## config.mk

```make
export PLATFORM = sky130hd
export DESIGN_NAME = bright_line_edge_classifier
export DESIGN_NICKNAME = d
export VERILOG_FILES = /design/src/hw/rtl/blec_pkg.sv /design/src/hw/rtl/blec_ram.sv /design/src/hw/rtl/blec_front.sv /design/src/hw/rtl/blec_emit.sv /design/src/hw/rtl/bright_line_edge_classifier.sv
export SDC_FILE = /design/constraint.sdc
export NUM_CORES = 1
export LEC_CHECK = 0
export BUFFER_PORTS_ARGS = -buffer_cell sky130_fd_sc_hd__clkbuf_2
export CORE_MARGIN = 2
export CORE_UTILIZATION = 45
export CTS_CLUSTER_SIZE = 25
export DETAILED_ROUTE_END_ITERATION = 8
export PLACE_DENSITY = 0.58
export SETUP_SLACK_MARGIN = 0.4
export SYNTH_ARGS = -nofsm -noshare
export SYNTH_HDL_FRONTEND = slang
export SYNTH_SLANG_ARGS = --single-unit
```

## constraint.sdc

```tcl
create_clock -name clk -period 5.8 [get_ports clk]
set_input_delay 0.29 -clock clk [delete_from_list [all_inputs] [get_ports clk]]
set_output_delay 0.29 -clock clk [all_outputs]
set_load 0.01 [all_outputs]
```

## src/hw/rtl/blec_pkg.sv

```systemverilog
// Package for the bright line edge classifier.
// Holds pixel and class types, field widths, register indexes and reset values.
// No dependencies.
`timescale 1ns / 1ps

package blec_pkg;

  // parameter defaults
  localparam int MAX_DIST_DEF = 15;
  localparam int MAX_COLS_DEF = 4096;

  // field widths
  localparam int CHAN_W  = 8;
  localparam int PIX_W   = 3 * CHAN_W;
  localparam int XD_W    = 4;
  localparam int DELTA_W = 8;
  localparam int CFG_W   = 8;
  // results per item: one due pixel plus up to x_distance flushed pixels
  localparam int CNT_W   = XD_W + 1;

  // register reset values
  localparam logic [XD_W-1:0]    X_DIST_RST    = 4'd5;
  localparam logic [DELTA_W-1:0] MIN_DELTA_RST = 8'd20;

  // register indexes
  typedef enum logic [0:0] {
    REG_X_DIST    = 1'b0,
    REG_MIN_DELTA = 1'b1
  } reg_idx_t;

  // pixel classes
  typedef enum logic [1:0] {
    CLS_NONE    = 2'd0,
    CLS_LEFT    = 2'd1,
    CLS_BETWEEN = 2'd2,
    CLS_RIGHT   = 2'd3
  } cls_t;

  // one pixel, first channel in the lowest bits
  typedef struct packed {
    logic [CHAN_W-1:0] chan_c;
    logic [CHAN_W-1:0] chan_b;
    logic [CHAN_W-1:0] chan_a;
  } pix_t;

  // control of an item held between the window stage and the emitter
  typedef struct packed {
    logic             valid;
    logic             row_end;
    logic             main_ok;   // a pixel is due for classification
    logic             pair_ok;   // both neighbours of the due pixel are in the row
    logic [CNT_W-1:0] flush_cnt; // pending pixels flushed at row end
  } item_ctl_t;

endpackage

```

## src/hw/rtl/blec_ram.sv

```systemverilog
// Generic RAM: one write port, two read ports with registered read data.
// No dependencies.
`timescale 1ns / 1ps

module blec_ram #(
  parameter int WIDTH = 24,
  parameter int DEPTH = 32
) (
  input  logic                     clk,
  input  logic                     we,
  input  logic [$clog2(DEPTH)-1:0] waddr,
  input  logic [WIDTH-1:0]         wdata,
  input  logic                     re,
  input  logic [$clog2(DEPTH)-1:0] raddr_a,
  input  logic [$clog2(DEPTH)-1:0] raddr_b,
  output logic [WIDTH-1:0]         rdata_a,
  output logic [WIDTH-1:0]         rdata_b
);

  logic [WIDTH-1:0] mem [DEPTH];

  // write, and register both reads when enabled
  always_ff @(posedge clk) begin
    if (we) begin
      mem[waddr] <= wdata;
    end
    if (re) begin
      rdata_a <= mem[raddr_a];
      rdata_b <= mem[raddr_b];
    end
  end

endmodule

```

## src/hw/rtl/blec_front.sv

```systemverilog
// Window stage: column counter, pixel window RAM and the item register.
// Depends on blec_pkg and blec_ram.
`timescale 1ns / 1ps

module blec_front
  import blec_pkg::*;
#(
  parameter int MAX_DIST = MAX_DIST_DEF,
  parameter int MAX_COLS = MAX_COLS_DEF
) (
  input  logic            clk,
  input  logic            rst_n,
  input  logic [XD_W-1:0] x_dist,
  input  logic            in_valid,
  output logic            in_ready,
  input  pix_t            in_pix,
  input  logic            in_end,
  input  logic            take,
  output item_ctl_t       item,
  output pix_t            item_pix,
  output pix_t            item_mid,
  output pix_t            item_left
);

  localparam int DEPTH = 2 * MAX_DIST + 2;
  localparam int PTR_W = $clog2(DEPTH);
  localparam int AW    = PTR_W + 1;
  localparam int COL_W = $clog2(MAX_COLS);

  logic [PTR_W-1:0] wr_ptr_r, wr_ptr_nxt;
  logic [COL_W-1:0] col_r, col_nxt;
  item_ctl_t        item_r, item_nxt;
  pix_t             pix_r;
  logic             accept;
  logic [AW-1:0]    diff_mid, diff_left;
  logic [PTR_W-1:0] addr_mid, addr_left;
  logic [31:0]      col_w, dist_w;
  logic [CNT_W-1:0] flush;
  logic [PIX_W-1:0] rd_mid, rd_left;

  assign in_ready = !item_r.valid || take;
  assign accept   = in_valid && in_ready;

  // read addresses of the due pixel and of its left neighbour
  always_comb begin
    diff_mid  = {1'b0, wr_ptr_r} - AW'(x_dist);
    diff_left = {1'b0, wr_ptr_r} - AW'({x_dist, 1'b0});
    addr_mid  = diff_mid[AW-1]  ? PTR_W'(diff_mid  + AW'(DEPTH)) : diff_mid[PTR_W-1:0];
    addr_left = diff_left[AW-1] ? PTR_W'(diff_left + AW'(DEPTH)) : diff_left[PTR_W-1:0];
  end

  // position flags of the incoming pixel
  always_comb begin
    col_w  = 32'(col_r);
    dist_w = 32'(x_dist);
    if (in_end && x_dist != '0) begin
      flush = (col_w < dist_w - 32'd1) ? CNT_W'(col_w + 32'd1) : CNT_W'(x_dist);
    end else begin
      flush = '0;
    end
    item_nxt.valid     = accept || (item_r.valid && !take);
    item_nxt.row_end   = in_end;
    item_nxt.main_ok   = col_w >= dist_w;
    item_nxt.pair_ok   = (x_dist != '0) && (col_w >= 2 * dist_w);
    item_nxt.flush_cnt = flush;
    if (!accept) begin
      item_nxt.row_end   = item_r.row_end;
      item_nxt.main_ok   = item_r.main_ok;
      item_nxt.pair_ok   = item_r.pair_ok;
      item_nxt.flush_cnt = item_r.flush_cnt;
    end
  end

  // advance column and write pointer per transfer
  always_comb begin
    col_nxt    = col_r;
    wr_ptr_nxt = wr_ptr_r;
    if (accept) begin
      if (in_end) begin
        col_nxt = '0;
      end else if (col_w < MAX_COLS - 1) begin
        col_nxt = col_r + COL_W'(1);
      end
      wr_ptr_nxt = (32'(wr_ptr_r) == DEPTH - 1) ? '0 : wr_ptr_r + PTR_W'(1);
    end
  end

  always_ff @(posedge clk) begin
    if (!rst_n) begin
      wr_ptr_r     <= '0;
      col_r        <= '0;
      item_r.valid <= 1'b0;
    end else begin
      wr_ptr_r     <= wr_ptr_nxt;
      col_r        <= col_nxt;
      item_r.valid <= item_nxt.valid;
    end
    // hold item payload until taken
    item_r.row_end   <= item_nxt.row_end;
    item_r.main_ok   <= item_nxt.main_ok;
    item_r.pair_ok   <= item_nxt.pair_ok;
    item_r.flush_cnt <= item_nxt.flush_cnt;
  end

  // hold the incoming pixel as the right neighbour
  always_ff @(posedge clk) begin
    if (accept) begin
      pix_r <= in_pix;
    end
  end

  blec_ram #(
    .WIDTH (PIX_W),
    .DEPTH (DEPTH)
  ) u_window (
    .clk     (clk),
    .we      (accept),
    .waddr   (wr_ptr_r),
    .wdata   (in_pix),
    .re      (accept),
    .raddr_a (addr_mid),
    .raddr_b (addr_left),
    .rdata_a (rd_mid),
    .rdata_b (rd_left)
  );

  assign item      = item_r;
  assign item_pix  = pix_r;
  assign item_mid  = pix_t'(rd_mid);
  assign item_left = pix_t'(rd_left);

endmodule

```

## src/hw/rtl/blec_emit.sv

```systemverilog
// Classifier and emitter: brightness test, run tracking, result sequencing
// and the output register. Depends on blec_pkg.
`timescale 1ns / 1ps

module blec_emit
  import blec_pkg::*;
(
  input  logic               clk,
  input  logic               rst_n,
  input  logic [DELTA_W-1:0] delta,
  input  item_ctl_t          item,
  input  pix_t               item_pix,
  input  pix_t               item_mid,
  input  pix_t               item_left,
  output logic               take,
  output logic               out_valid,
  input  logic               out_ready,
  output cls_t               out_cls,
  output logic               out_last
);

  logic [CNT_W-1:0] cnt_r;
  cls_t             cls0_r, cls1_r;
  logic             end_r;
  logic             run_r;
  logic             out_valid_r;
  cls_t             out_cls_r;
  logic             out_last_r;

  logic             bright, run_main, run_nxt, emit, free;
  cls_t             cls_main, cls_flush, cls_x, cls_y;
  logic [CNT_W-1:0] n_total;

  // every channel of p beats q by more than delta, without wrap
  function automatic logic exceeds(input pix_t p, input pix_t q,
                                   input logic [DELTA_W-1:0] dl);
    logic [PIX_W-1:0] pv, qv;
    logic             ok;
    pv = p;
    qv = q;
    ok = 1'b1;
    for (int i = 0; i < 3; i++) begin
      if ({1'b0, pv[i*CHAN_W +: CHAN_W]} <=
          {1'b0, qv[i*CHAN_W +: CHAN_W]} + {1'b0, dl}) begin
        ok = 1'b0;
      end
    end
    return ok;
  endfunction

  // classify the due pixel and work out the result sequence
  always_comb begin
    bright    = item.pair_ok && exceeds(item_mid, item_left, delta) &&
                exceeds(item_mid, item_pix, delta);
    cls_main  = bright ? (run_r ? CLS_BETWEEN : CLS_LEFT)
                       : (run_r ? CLS_RIGHT : CLS_NONE);
    run_main  = item.main_ok ? bright : run_r;
    cls_flush = run_main ? CLS_RIGHT : CLS_NONE;
    run_nxt   = item.row_end ? 1'b0 : run_main;
    cls_x     = item.main_ok ? cls_main : cls_flush;
    cls_y     = item.main_ok ? cls_flush : CLS_NONE;
    n_total   = CNT_W'(item.main_ok) + item.flush_cnt;
  end

  // handshake between item register, emitter and output register
  assign emit = (cnt_r != '0) && (!out_valid_r || out_ready);
  assign free = (cnt_r == '0) || ((cnt_r == CNT_W'(1)) && emit);
  assign take = item.valid && ((n_total == '0) || free);

  always_ff @(posedge clk) begin
    if (!rst_n) begin
      cnt_r       <= '0;
      run_r       <= 1'b0;
      out_valid_r <= 1'b0;
    end else begin
      // load a new item, or step through the pending results
      if (take && n_total != '0) begin
        cnt_r <= n_total;
      end else if (emit) begin
        cnt_r <= cnt_r - CNT_W'(1);
      end
      if (take) begin
        run_r <= run_nxt;
      end
      // hold a result until its transfer
      if (emit) begin
        out_valid_r <= 1'b1;
      end else if (out_ready) begin
        out_valid_r <= 1'b0;
      end
    end
  end

  // result payload
  always_ff @(posedge clk) begin
    if (take && n_total != '0) begin
      cls0_r <= cls_x;
      cls1_r <= cls_y;
      end_r  <= item.row_end;
    end else if (emit) begin
      cls0_r <= cls1_r;
      cls1_r <= CLS_NONE;
    end
    if (emit) begin
      out_cls_r  <= cls0_r;
      out_last_r <= end_r && (cnt_r == CNT_W'(1));
    end
  end

  assign out_valid = out_valid_r;
  assign out_cls   = out_cls_r;
  assign out_last  = out_last_r;

endmodule

```

## src/hw/rtl/bright_line_edge_classifier.sv

```systemverilog
// Top level of the bright line edge classifier: configuration registers
// and the two pipeline parts. Depends on blec_pkg, blec_front and blec_emit.
//
//  channel | direction | handshake              | payload
//  --------+-----------+------------------------+--------------------------------
//  in_     | slave     | in_tvalid / in_tready   | in_tdata pixel, in_tlast row end
//  out_    | master    | out_tvalid / out_tready | out_tdata class, out_tlast row last
//  cfg_    | write     | cfg_we                  | cfg_index, cfg_wdata
//
// One pixel per clock is accepted. A result passes the item, result and output
// registers after its completing pixel; the due pixel is x_distance columns
// behind. At row end the emitter sends up to x_distance + 1 results, one per
// cycle, and holds the next item meanwhile. A stalled output holds the result
// register and backs up through the emitter and the item register to in_tready.
// Reset clears column, run and valid state; the pixel window needs no clearing.
`timescale 1ns / 1ps

module bright_line_edge_classifier
  import blec_pkg::*;
#(
  parameter int MAX_DIST = MAX_DIST_DEF,
  parameter int MAX_COLS = MAX_COLS_DEF
) (
  input  logic             clk,
  input  logic             rst_n,
  input  logic             in_tvalid,
  output logic             in_tready,
  input  logic [23:0]      in_tdata,   // chan_a [7:0], chan_b [15:8], chan_c [23:16]
  input  logic             in_tlast,   // row_end
  output logic             out_tvalid,
  input  logic             out_tready,
  output logic [7:0]       out_tdata,  // pixel_class [1:0], zero [7:2]
  output logic             out_tlast,  // row_last
  input  logic             cfg_we,
  input  logic [0:0]       cfg_index,
  input  logic [CFG_W-1:0] cfg_wdata
);

  logic [XD_W-1:0]    x_dist_r;
  logic [DELTA_W-1:0] min_delta_r;
  logic [XD_W-1:0]    x_dist;
  item_ctl_t          item;
  pix_t               item_pix, item_mid, item_left;
  logic               take;
  cls_t               out_cls;

  // configuration writes
  always_ff @(posedge clk) begin
    if (!rst_n) begin
      x_dist_r    <= X_DIST_RST;
      min_delta_r <= MIN_DELTA_RST;
    end else if (cfg_we) begin
      case (reg_idx_t'(cfg_index))
        REG_X_DIST:    x_dist_r    <= cfg_wdata[XD_W-1:0];
        REG_MIN_DELTA: min_delta_r <= cfg_wdata[DELTA_W-1:0];
        default:       ;
      endcase
    end
  end

  // limit the distance to the window size
  assign x_dist = (32'(x_dist_r) > MAX_DIST) ? XD_W'(MAX_DIST) : x_dist_r;

  blec_front #(
    .MAX_DIST (MAX_DIST),
    .MAX_COLS (MAX_COLS)
  ) u_front (
    .clk       (clk),
    .rst_n     (rst_n),
    .x_dist    (x_dist),
    .in_valid  (in_tvalid),
    .in_ready  (in_tready),
    .in_pix    (pix_t'(in_tdata)),
    .in_end    (in_tlast),
    .take      (take),
    .item      (item),
    .item_pix  (item_pix),
    .item_mid  (item_mid),
    .item_left (item_left)
  );

  blec_emit u_emit (
    .clk       (clk),
    .rst_n     (rst_n),
    .delta     (min_delta_r),
    .item      (item),
    .item_pix  (item_pix),
    .item_mid  (item_mid),
    .item_left (item_left),
    .take      (take),
    .out_valid (out_tvalid),
    .out_ready (out_tready),
    .out_cls   (out_cls),
    .out_last  (out_tlast)
  );

  assign out_tdata = {6'd0, out_cls};

endmodule
```

==> impl_metrics.yaml, run 1 <==
cells_and_area:
  final_nets: 2487
  area_growth_pct: 12.2
  final_common_cell: "edfxtp_1"
  drive_gt1_share_pct: 33.5
  layout_common_cells: "edfxtp_1, mux4_2, ha_1"
clock_tree:
  cts_sinks: 892
  clk_latency_ps: 660
  cts-root-buf: "clkbuf_16"
  path_clk_slew_ps: 60
  cts_tree: "built"
  cts_buffers: 97
  htree_levels: 3
  cts.path.max_buffers: 3
  cts_resized: 0
synth:
  yosysUniqueCellTypes: 68
  syn_area_sq_mm: 0.0433
  yosysSeqAreaShare_pct: 61.0
  synth_cells: 2238
  synth_enable_flop_cells: 855
  synthFlopType: "edfxtp_1"
  syn_area_per_cell_sq_um: 19.4
  async_reset_ff_share_pct: 0
  synth_warnings: 0
  ys_ff_latch: 892
pwr:
  powerDensity_mw_per_mm2: 391
  peakVddDrop_mv: 0.231
  p_leak_nw: 15.5
  finalPower_mw: 19.0
sta:
  relSlewSlack_pct: 28.5
  tightest_slew_ps: 1070
  setup_tns_ps: 0
  max_freq_mhz: 229
  rsz0062_at_grt: "no"
  setup_viol_count_final: 0
  post-route-min-period_ps: 4380
  slew_viol_final: 0
  finalHoldViolCount: 0
  skew_ps: 18.0
  fin_crit_sh_pct: 75.4
grt:
  grt_overflow: 0
  grtUsageMet2_pct: 36.2
  busiest_layer: "met1"
  met3_usage_pct: 5.62
  met1_usage_pct: 38.2
  grt_usage_pct: 24.7
  grt_pass1_vias: 23700
  antenna_found_initial: 9
  grt_pass1_wl_microns: 175000
  grt_max_degree: 73
setup_path:
  crit_chain: "ha_1 -> ha_1 -> or2_0 -> o311ai_2 -> nand2_1 -> inv_4 -> nand2_1 -> nor2_4"
  crit_required_ps: 6070
  cpMaxStageDelayCell: "nor2_4"
  cp.arrival_ps: 4650
  crit_path_end_kind: "register"
  cp_num_buf_inv: 1
  critPathLaunchType: "register"
  cp_max_fo: 24
  crit_family: "simple AND/OR/NAND/NOR gates"
  critPathKind: "reg -> reg"
  worst_path_largest_cell_delay_ps: 1000
route:
  wl_per_cell_microns: 32.9
  drt_pass1_iterations: 5
  vias: 24000
  drtAntennaViolNets: 0
  drt_iter0_markers: 2952
  drc_errors: 0
  routed_wl_microns: 120000
  viasPerCell: 6.57
outcome:
  outcome: "finished clean"
place:
  gp_congestion: 0.872
  portBuffers: 43
  dpl.hpwl_microns: 80200
floorplanning:
  die_w_microns: 314
  initial_core_util_pct: 45.5
  core-area_sq_mm: 0.0952
  rows: 113
  die_area_sq_mm: 0.0988
  io_pins: 50
  die_h_microns: 314
run:
  maxCapViolCount: 0
hold_path:
  min_path_type: "in -> reg"
worst reg2reg max path, stage by stage (launching register included):
cell and delay, ps:
edfxtp_1 420, ha_1 220, ha_1 300, or2_0 250, o311ai_2 500, nand2_1 350, inv_4 310, nand2_1 570
nor2_4 1020
sequential cells by signal, indices dropped and copies added (netlist names), 8 cells and up:
| signal | count |
|---|---|
| u_front.u_window.rdata_a | 24 |
| u_front.u_window.mem | 768 |
| u_front.col_r | 12 |
| u_front.item | 9 |
| min_delta_r | 8 |
| u_front.item_pix | 24 |
| u_front.u_window.rdata_b | 24 |
metrics by stage:
stage | area [sq um] | setup WS (ps) | hold WS (ps) | std cells | utilization [%]
6_report | 48600 | 1420 | 37.0 | 3650 | 51.1
2_1_floorplan | 43300 | 928 | 389 | 2243 | -
4_1_cts | 48600 | 1420 | 0.587 | 3649 | 51.1
3_5_place_dp | 45300 | 1420 | 427 | 3458 | 47.6
5_1_grt | 48600 | 968 | 66.8 | 3649 | 51.1
3_3_place_gp | 45300 | 1400 | 423 | 3458 | 47.6
final cells by class:
cell class                 count  area [sq um]
timing repair buffer          90           751
tap                         1265          1580
antenna                        1          2.50
inverter                      43           164
fill                        7417         46500
clock buffer                 122          2580
sequential                   892         26400
multi-input combinational   1181         16500
clock inverter                56           576
routing by layer:
metal | part of all wire, % | vias up
li1 | - | 9678
met1 | 44 | 13000
met2 | 45 | 1179
met3 | 9.4 | 127
met4 | 1.6 | 0
met5 | 0 | -
synthesized netlist by cell type, drive strengths merged, types with 4 or more instances:
| master | instances | area share (%) |
|---|---|---|
| a211oi | 11 | 0.19 |
| a21o | 14 | 0.24 |
| a21oi | 58 | 0.67 |
| a31oi | 4 | 0.072 |
| and2 | 7 | 0.10 |
| and3 | 7 | 0.10 |
| buf | 57 | 0.66 |
| clkbuf | 70 | 0.61 |
| dfxtp | 37 | 1.7 |
| edfxtp | 855 | 59 |
| fa | 8 | 0.37 |
| ha | 135 | 3.9 |
| inv | 42 | 0.36 |
| mux2 | 50 | 1.3 |
| mux4 | 480 | 25 |
| nand2 | 73 | 0.65 |
| nand2b | 4 | 0.058 |
| nand3 | 26 | 0.30 |
| nand3b | 4 | 0.069 |
| nand4 | 17 | 0.25 |
| nor2 | 79 | 0.68 |
| nor2b | 7 | 0.12 |
| nor3 | 19 | 0.23 |
| nor4 | 4 | 0.072 |
| o211ai | 4 | 0.069 |
| o21a | 8 | 0.14 |
| o21ai | 29 | 0.34 |
| o21bai | 9 | 0.16 |
| o31ai | 4 | 0.069 |
| or3 | 6 | 0.087 |
| or4 | 6 | 0.11 |
| xnor2 | 38 | 0.77 |
| xor2 | 24 | 0.49 |
repair_timing:
item / CTS / global route
buffers inserted: 0 / 0
hold buffers: 13 / 0
hold endpoints to repair: 14 / 0
kinds of logic after synthesis:
group / count (synthesis) / share of synthesized area [%]
AOI/OAI and AO/OA: 167 / 2.47
xor gates and xnor gates: 62 / 1.25
adders and majority gates: 143 / 4.27
buffers and inverters: 170 / 1.64
DFF: 892 / 61.0
muxes: 533 / 26.3
other: 1 / 0.00866
and+or+nand+nor: 270 / 3.07
report_power, final:
part           switching, mW  leakage (nW)  internal [mW]
combinational           2.87          5.91           2.34
clock                   2.57          1.54           3.64
sequential             0.209          8.07           7.41
total                   5.64          15.5           13.4
worst paths after layout:
kind / startpoint / to / slack, ps / depth (start not counted)
hold / removal: out_tready / u_emit.out_valid / 40 / 3
setup / recovery: u_front.item[6] / u_front.u_window.mem[28][15] / 1420 / 8
setup reg to reg: u_front.item[6] / u_front.u_window.mem[28][15] / 1420 / 8
hold reg to reg: u_emit.cls0_r[0] / u_emit.out_cls[0] / 430 / 0
No activity file was read; power rests on OpenSTA's default activity.
==> run 2: changes to the inputs <==
clock period = 4.1 ns   (was 5.8 ns; I/O delays follow)
==> run 2 against run 1 <==
Compared with the run above: first-iteration DRC count increased by 2.9%; die area unchanged; worst hold slack improved by 10 ps.
==> impl_metrics.yaml, run 2 (synthesis gave the netlist of run 1 again) <==
setup_path:
  worst_path_largest_cell_delay_ps: 410
  critPathLaunchType: "register"
  cpMaxStageDelayCell: "fa_2"
  cp_num_buf_inv: 2
  crit_family: "compound AO/OA/AOI/OAI gates"
  crit_required_ps: 4540
  cp_max_fo: 6
  cp.arrival_ps: 4140
  crit_path_end_kind: "register"
  critPathKind: "reg -> reg"
  crit_chain: "bufbuf_16 -> buf_4 -> fa_2 -> a21oi_2 -> o211ai_1 -> nor2_1 -> xor2_1 -> ha_2 -> o21a_1 -> o22a_1 -> o221ai_2 -> nor3b_2 -> nand4_1 -> nor4_4 -> mux2_4"
clock_tree:
  cts_tree: "built"
  cts-root-buf: "clkbuf_16"
  clk_latency_ps: 710
  path_clk_slew_ps: 60
  cts_sinks: 892
  cts.path.max_buffers: 3
  cts_buffers: 97
  htree_levels: 3
place:
  gp_congestion: 0.916
  dpl.hpwl_microns: 81300
  portBuffers: 43
hold_path:
  min_path_type: "in -> reg"
floorplanning:
  io_pins: 50
  core-area_sq_mm: 0.0952
  die_w_microns: 314
  rows: 113
  initial_core_util_pct: 45.5
  die_area_sq_mm: 0.0988
  die_h_microns: 314
route:
  vias: 24600
  routed_wl_microns: 130000
  met1_length_microns: 50800
  highest_layer: "met5"
  drc_errors: 0
  wl_met3_microns: 11900
  drt_iter0_markers: 3039
  route.met2.wl_microns: 62200
  drtAntennaViolNets: 0
  viasPerCell: 6.55
  wl_per_cell_microns: 34.6
  drt_pass1_iterations: 5
grt:
  grt_pass1_vias: 25000
  grt_overflow: 0
  grt_pass1_wl_microns: 185000
  grt_max_degree: 90
  antenna_found_initial: 9
  grt_usage_pct: 26.7
cells_and_area:
  largest_reg_flops: 768
  drive_gt1_share_pct: 37.0
  layout_common_cells: "edfxtp_1, mux4_2, ha_1"
  final_nets: 2592
  final_common_cell: "edfxtp_1"
  top_register: "u_front.u_window.mem"
  area_growth_pct: 15.2
  post-route-util_pct: 52.5
pwr:
  peakVddDrop_mv: 0.327
  p_comb_share_pct: 26.9
  p_sw_share_pct: 28.8
  powerDensity_mw_per_mm2: 538
  internal_power_mw: 19.1
  finalPower_mw: 26.8
  pwr-share-clk_pct: 32.8
  p_leak_nw: 16.2
  power.switching_mw: 7.72
  p_seq_share_pct: 40.3
outcome:
  outcome: "finished clean"
sta:
  post-route-min-period_ps: 3700
  setup_tns_ps: 0
  setup_viol_count_final: 0
  slew_viol_final: 0
  tightest_slew_ps: 917
  max_freq_mhz: 270
  finalHoldViolCount: 0
  skew_ps: 47.6
  relSlewSlack_pct: 38.9
  fin_crit_sh_pct: 90.2
  rsz0062_at_grt: "yes"
run:
  maxCapViolCount: 0
## run 2: cell types whose count changed in the layout (fill, tap and decap cells not counted), moves of 5 or more
cell,change
buf_4,+74
buf_12,+24
a21oi_1,-9
a21oi_2,+9
clkinv_1,+8
diode_2,+5
dlygate4sd3_1,+5
nor2_1,-5
nor2_2,+5
## run 2: cell type report
| type | count | area, sq um |
|---|---|---|
| sequential | 892 | 26400 |
| clock inverter | 60 | 668 |
| clock buffer | 118 | 2530 |
| inverter | 43 | 164 |
| antenna | 6 | 15.0 |
| fill | 7427 | 45200 |
| multi-input combinational | 1181 | 16700 |
| timing repair buffer | 195 | 1880 |
| tap | 1265 | 1580 |
## run 2: through the flow
stage / hold WS (ps) / setup slack (ps) / std cells / instance area, sq um
2_1_floorplan: 304 / 227 / 2243 / 43600
3_3_place_gp: 419 / 196 / 3550 / 46300
3_5_place_dp: 428 / 230 / 3550 / 46300
4_1_cts: 13.7 / 406 / 3751 / 49900
5_1_grt: 107 / 235 / 3757 / 49900
6_report: 47.3 / 400 / 3760 / 49900
## run 2: final timing paths
path	start	to	slack (ps)	cells past startpoint
max	min_delta_r[1]	u_emit.cls0_r[0]	400	15
min	cfg_we	min_delta_r[5]	50	4
max reg2reg	min_delta_r[1]	u_emit.cls0_r[0]	400	15
min reg2reg	u_emit.cls0_r[1]	u_emit.out_cls[1]	440	0
## run 2: what timing repair did
item,4_1_cts,5_1_grt
pin swaps,12,14
gates cloned,1,0
buffers inserted,4,3
setup endpoints to repair,3,4
gates resized for setup,25,10
hold buffers,18,0
endpoints found under the hold margin,21,0
## run 2: per-layer routing
layer / global-route usage (%) / up-vias
li1: - / 9889
met1: 36.0 / 13000
met2: 42.3 / 1425
met3: 6.48 / 268
met4: 10.2 / 6
met5: 0 / -
## run 2: power by group through the flow
stage          Sequential, mW  Combinational, mW  Clock (mW)
5_1_grt                  10.8               7.72        9.31
3_5_place_dp             11.0               7.11           0
4_1_cts                  10.8               7.26        8.98
3_3_place_gp             11.0               7.09           0
6_report                 10.8               7.22        8.82
2_1_floorplan            10.8               4.88           0
## run 2: tightest hold or removal path, cell delays in order
cell and delay, ps:
clkbuf_2 100, nand2_1 180, nand2_1 130, a21oi_1 70
==> run 3: changes to the inputs <==
CAP_MARGIN = 15   (was unset)
GPL_TIMING_DRIVEN = 0   (was unset)
SLEW_MARGIN = 10   (was unset)
==> run 3 against run 2 <==
Compared with the run above: count of clock-buffer cells in the layout down 4; maximum frequency down 3.0%; worst hold slack worse by 14 ps; design area up 3.2%; power up 3.6%; utilization up 1.7 points; non-clock buffer count up 104; first-iteration DRC count up 11%; clock skew down 6.5 ps; sequential share of layout area down 1.6 points; critical endpoint unchanged.
==> impl_metrics.yaml, run 3 (synthesis gave the netlist of run 1 again) <==
outcome:
  outcome: "finished clean"
hold_path:
  holdPathStages: 4
  worstHoldStart: "cfg_index"
  hold_end: "min_delta_r[3]"
  min_path_type: "in -> reg"
route:
  wl_per_cell_microns: 36.9
  drt_pass1_iterations: 5
  vias: 25900
  drtAntennaViolNets: 0
  drt_iter0_markers: 3376
  viasPerCell: 6.68
  routed_wl_microns: 143000
  drc_errors: 0
grt:
  antenna_found_initial: 7
  grt_overflow: 0
  grt_usage_pct: 29.3
  grt_pass1_wl_microns: 200000
  grt_max_degree: 46
  grt_pass1_vias: 26100
pwr:
  peakVddDrop_mv: 0.329
  powerDensity_mw_per_mm2: 540
  finalPower_mw: 27.8
  p_leak_nw: 16.9
cells_and_area:
  top_register: "u_front.u_window.mem"
  drive_gt1_share_pct: 39.7
  largest_reg_flops: 768
  layout_common_cells: "edfxtp_1, mux4_2, ha_1"
  finalInstanceArea_sq_mm: 0.0515
  post-route-util_pct: 54.1
  final_nets: 2707
  area_growth_pct: 18.9
  final_common_cell: "edfxtp_1"
setup_path:
  crit_path_end_kind: "register"
  r2r.worst_path.cells: 15
  r2r-start: "u_front.item_pix[0]"
  critPathKind: "reg -> reg"
  r2r_end: "u_emit.cls0_r[0]"
  cpMaxStageDelayCell: "edfxtp_1"
  rrSetupSlack_ps: 290
  critPathLaunchType: "register"
  crit_chain: "ha_2 -> fa_2 -> a211oi_2 -> nor2_1 -> o21a_1 -> nor2_2 -> xor2_1 -> ha_1 -> nand2_1 -> nor3_1 -> nor2_1 -> nand2_1 -> or4_4 -> nor4_4 -> mux2_4"
  cp.arrival_ps: 4210
  crit_required_ps: 4500
  cp_max_fo: 2
  worst_path_largest_cell_delay_ps: 550
clock_tree:
  htree_levels: 3
  cts_sinks: 892
  cts_tree: "built"
  cts_buffers: 96
  clk_latency_ps: 690
  cts-root-buf: "clkbuf_16"
  path_clk_slew_ps: 60
  cts.path.max_buffers: 3
floorplanning:
  die_w_microns: 314
  initial_core_util_pct: 45.5
  rows: 113
  core-area_sq_mm: 0.0952
  die_h_microns: 314
  die_area_sq_mm: 0.0988
  io_pins: 50
sta:
  worst_slack_ps: 285
  fin_crit_sh_pct: 93.0
  relSlewSlack_pct: 28.0
  setup_viol_count_final: 0
  slew_viol_final: 0
  post-route-min-period_ps: 3810
  rsz0062_at_grt: "yes"
  setup_tns_ps: 0
  max_freq_mhz: 262
  tightest_slew_ps: 1080
  finalHoldViolCount: 0
  skew_ps: 41.1
place:
  gp_congestion: 0.849
  portBuffers: 42
  dp_slack_ps: -1680
  placed_area_sq_mm: 0.0460
  dpl.hpwl_microns: 96000
run:
  maxCapViolCount: 0
-- run 3: cell count changes in the layout (fill, tap and decap cells not counted), sizes merged, moves of 2 or more --
cell / before / now
nor2: 79 / 91
clkinvlp: 1 / 5
buf: 133 / 175
diode: 6 / 2
dlygate4sd3: 18 / 14
inv: 44 / 46
clkinv: 46 / 44
clkbuf: 161 / 222
-- run 3: per-layer routing --
metal  part of all wire (%)  up-vias  wire (microns)  GRT usage, %
li1                       -    10100               -             -
met1                     36    13700           50800          36.0
met2                     48     1654           69200          47.9
met3                     12      359           16700          10.5
met4                    4.3       10            6190          10.9
met5                  0.056        -              80             0
-- run 3: cell type report --
type,instances,area (sq um)
antenna,2,5.00
buffer,127,1100
clock buffer,114,2490
clock inverter,64,667
timing repair buffer,172,2220
tap,1265,1580
fill,7172,43600
sequential,892,26400
inverter,43,165
multi-input combinational,1193,16900
-- run 3: power by group --
part / total (mW) / internal, mW / switching [mW]
Combinational: 8.28 / 3.76 / 4.52
Clock: 8.74 / 5.10 / 3.64
Sequential: 10.8 / 10.5 / 0.316
-- run 3: worst max path at each step --
stage / start / endpoint / slack [ps] / cells past startpoint
finish: u_front.item_pix[0] / u_emit.cls0_r[0] / 290 / 15
global route: u_front.u_window.rdata_b[0] / u_emit.cls0_r[0] / 130 / 15
CTS: u_front.u_window.rdata_b[0] / u_emit.cls0_r[0] / 320 / 15
detailed placement: u_front.wr_ptr_r[0] / u_front.u_window.rdata_a[23] / -1680 / 11
global placement: u_front.wr_ptr_r[0] / u_front.u_window.rdata_a[23] / -1620 / 11
floorplan: u_front.item[6] / u_front.u_window.mem[0][0] / 230 / 9
-- run 3: critical path, delay by kind of cell (launching register included) --
family / cells / cell delay [ps]
AND/OR/NAND/NOR: 8 / 1170
adder cells (fa/ha/maj): 3 / 900
flip-flops: 1 / 550
AO/OA/AOI/OAI: 2 / 410
multiplexers: 1 / 320
XOR/XNOR: 1 / 170
-- run 3: metrics by stage --
stage	instances	hold WS, ps
2_1_floorplan	2243	304
4_1_cts	3865	0.372
5_1_grt	3870	74.1
3_5_place_dp	3580	420
3_3_place_gp	3550	411
6_report	3872	33.0
-- run 3: timing repair --
action | CTS | global route
pin swaps | 59 | 16
hold buffers | 14 | 0
gates cloned | 14 | 1
hold endpoints to repair | 18 | 0
setup endpoints to repair | 820 | 617
buffers inserted | 79 | 2
resized for setup | 227 | 47
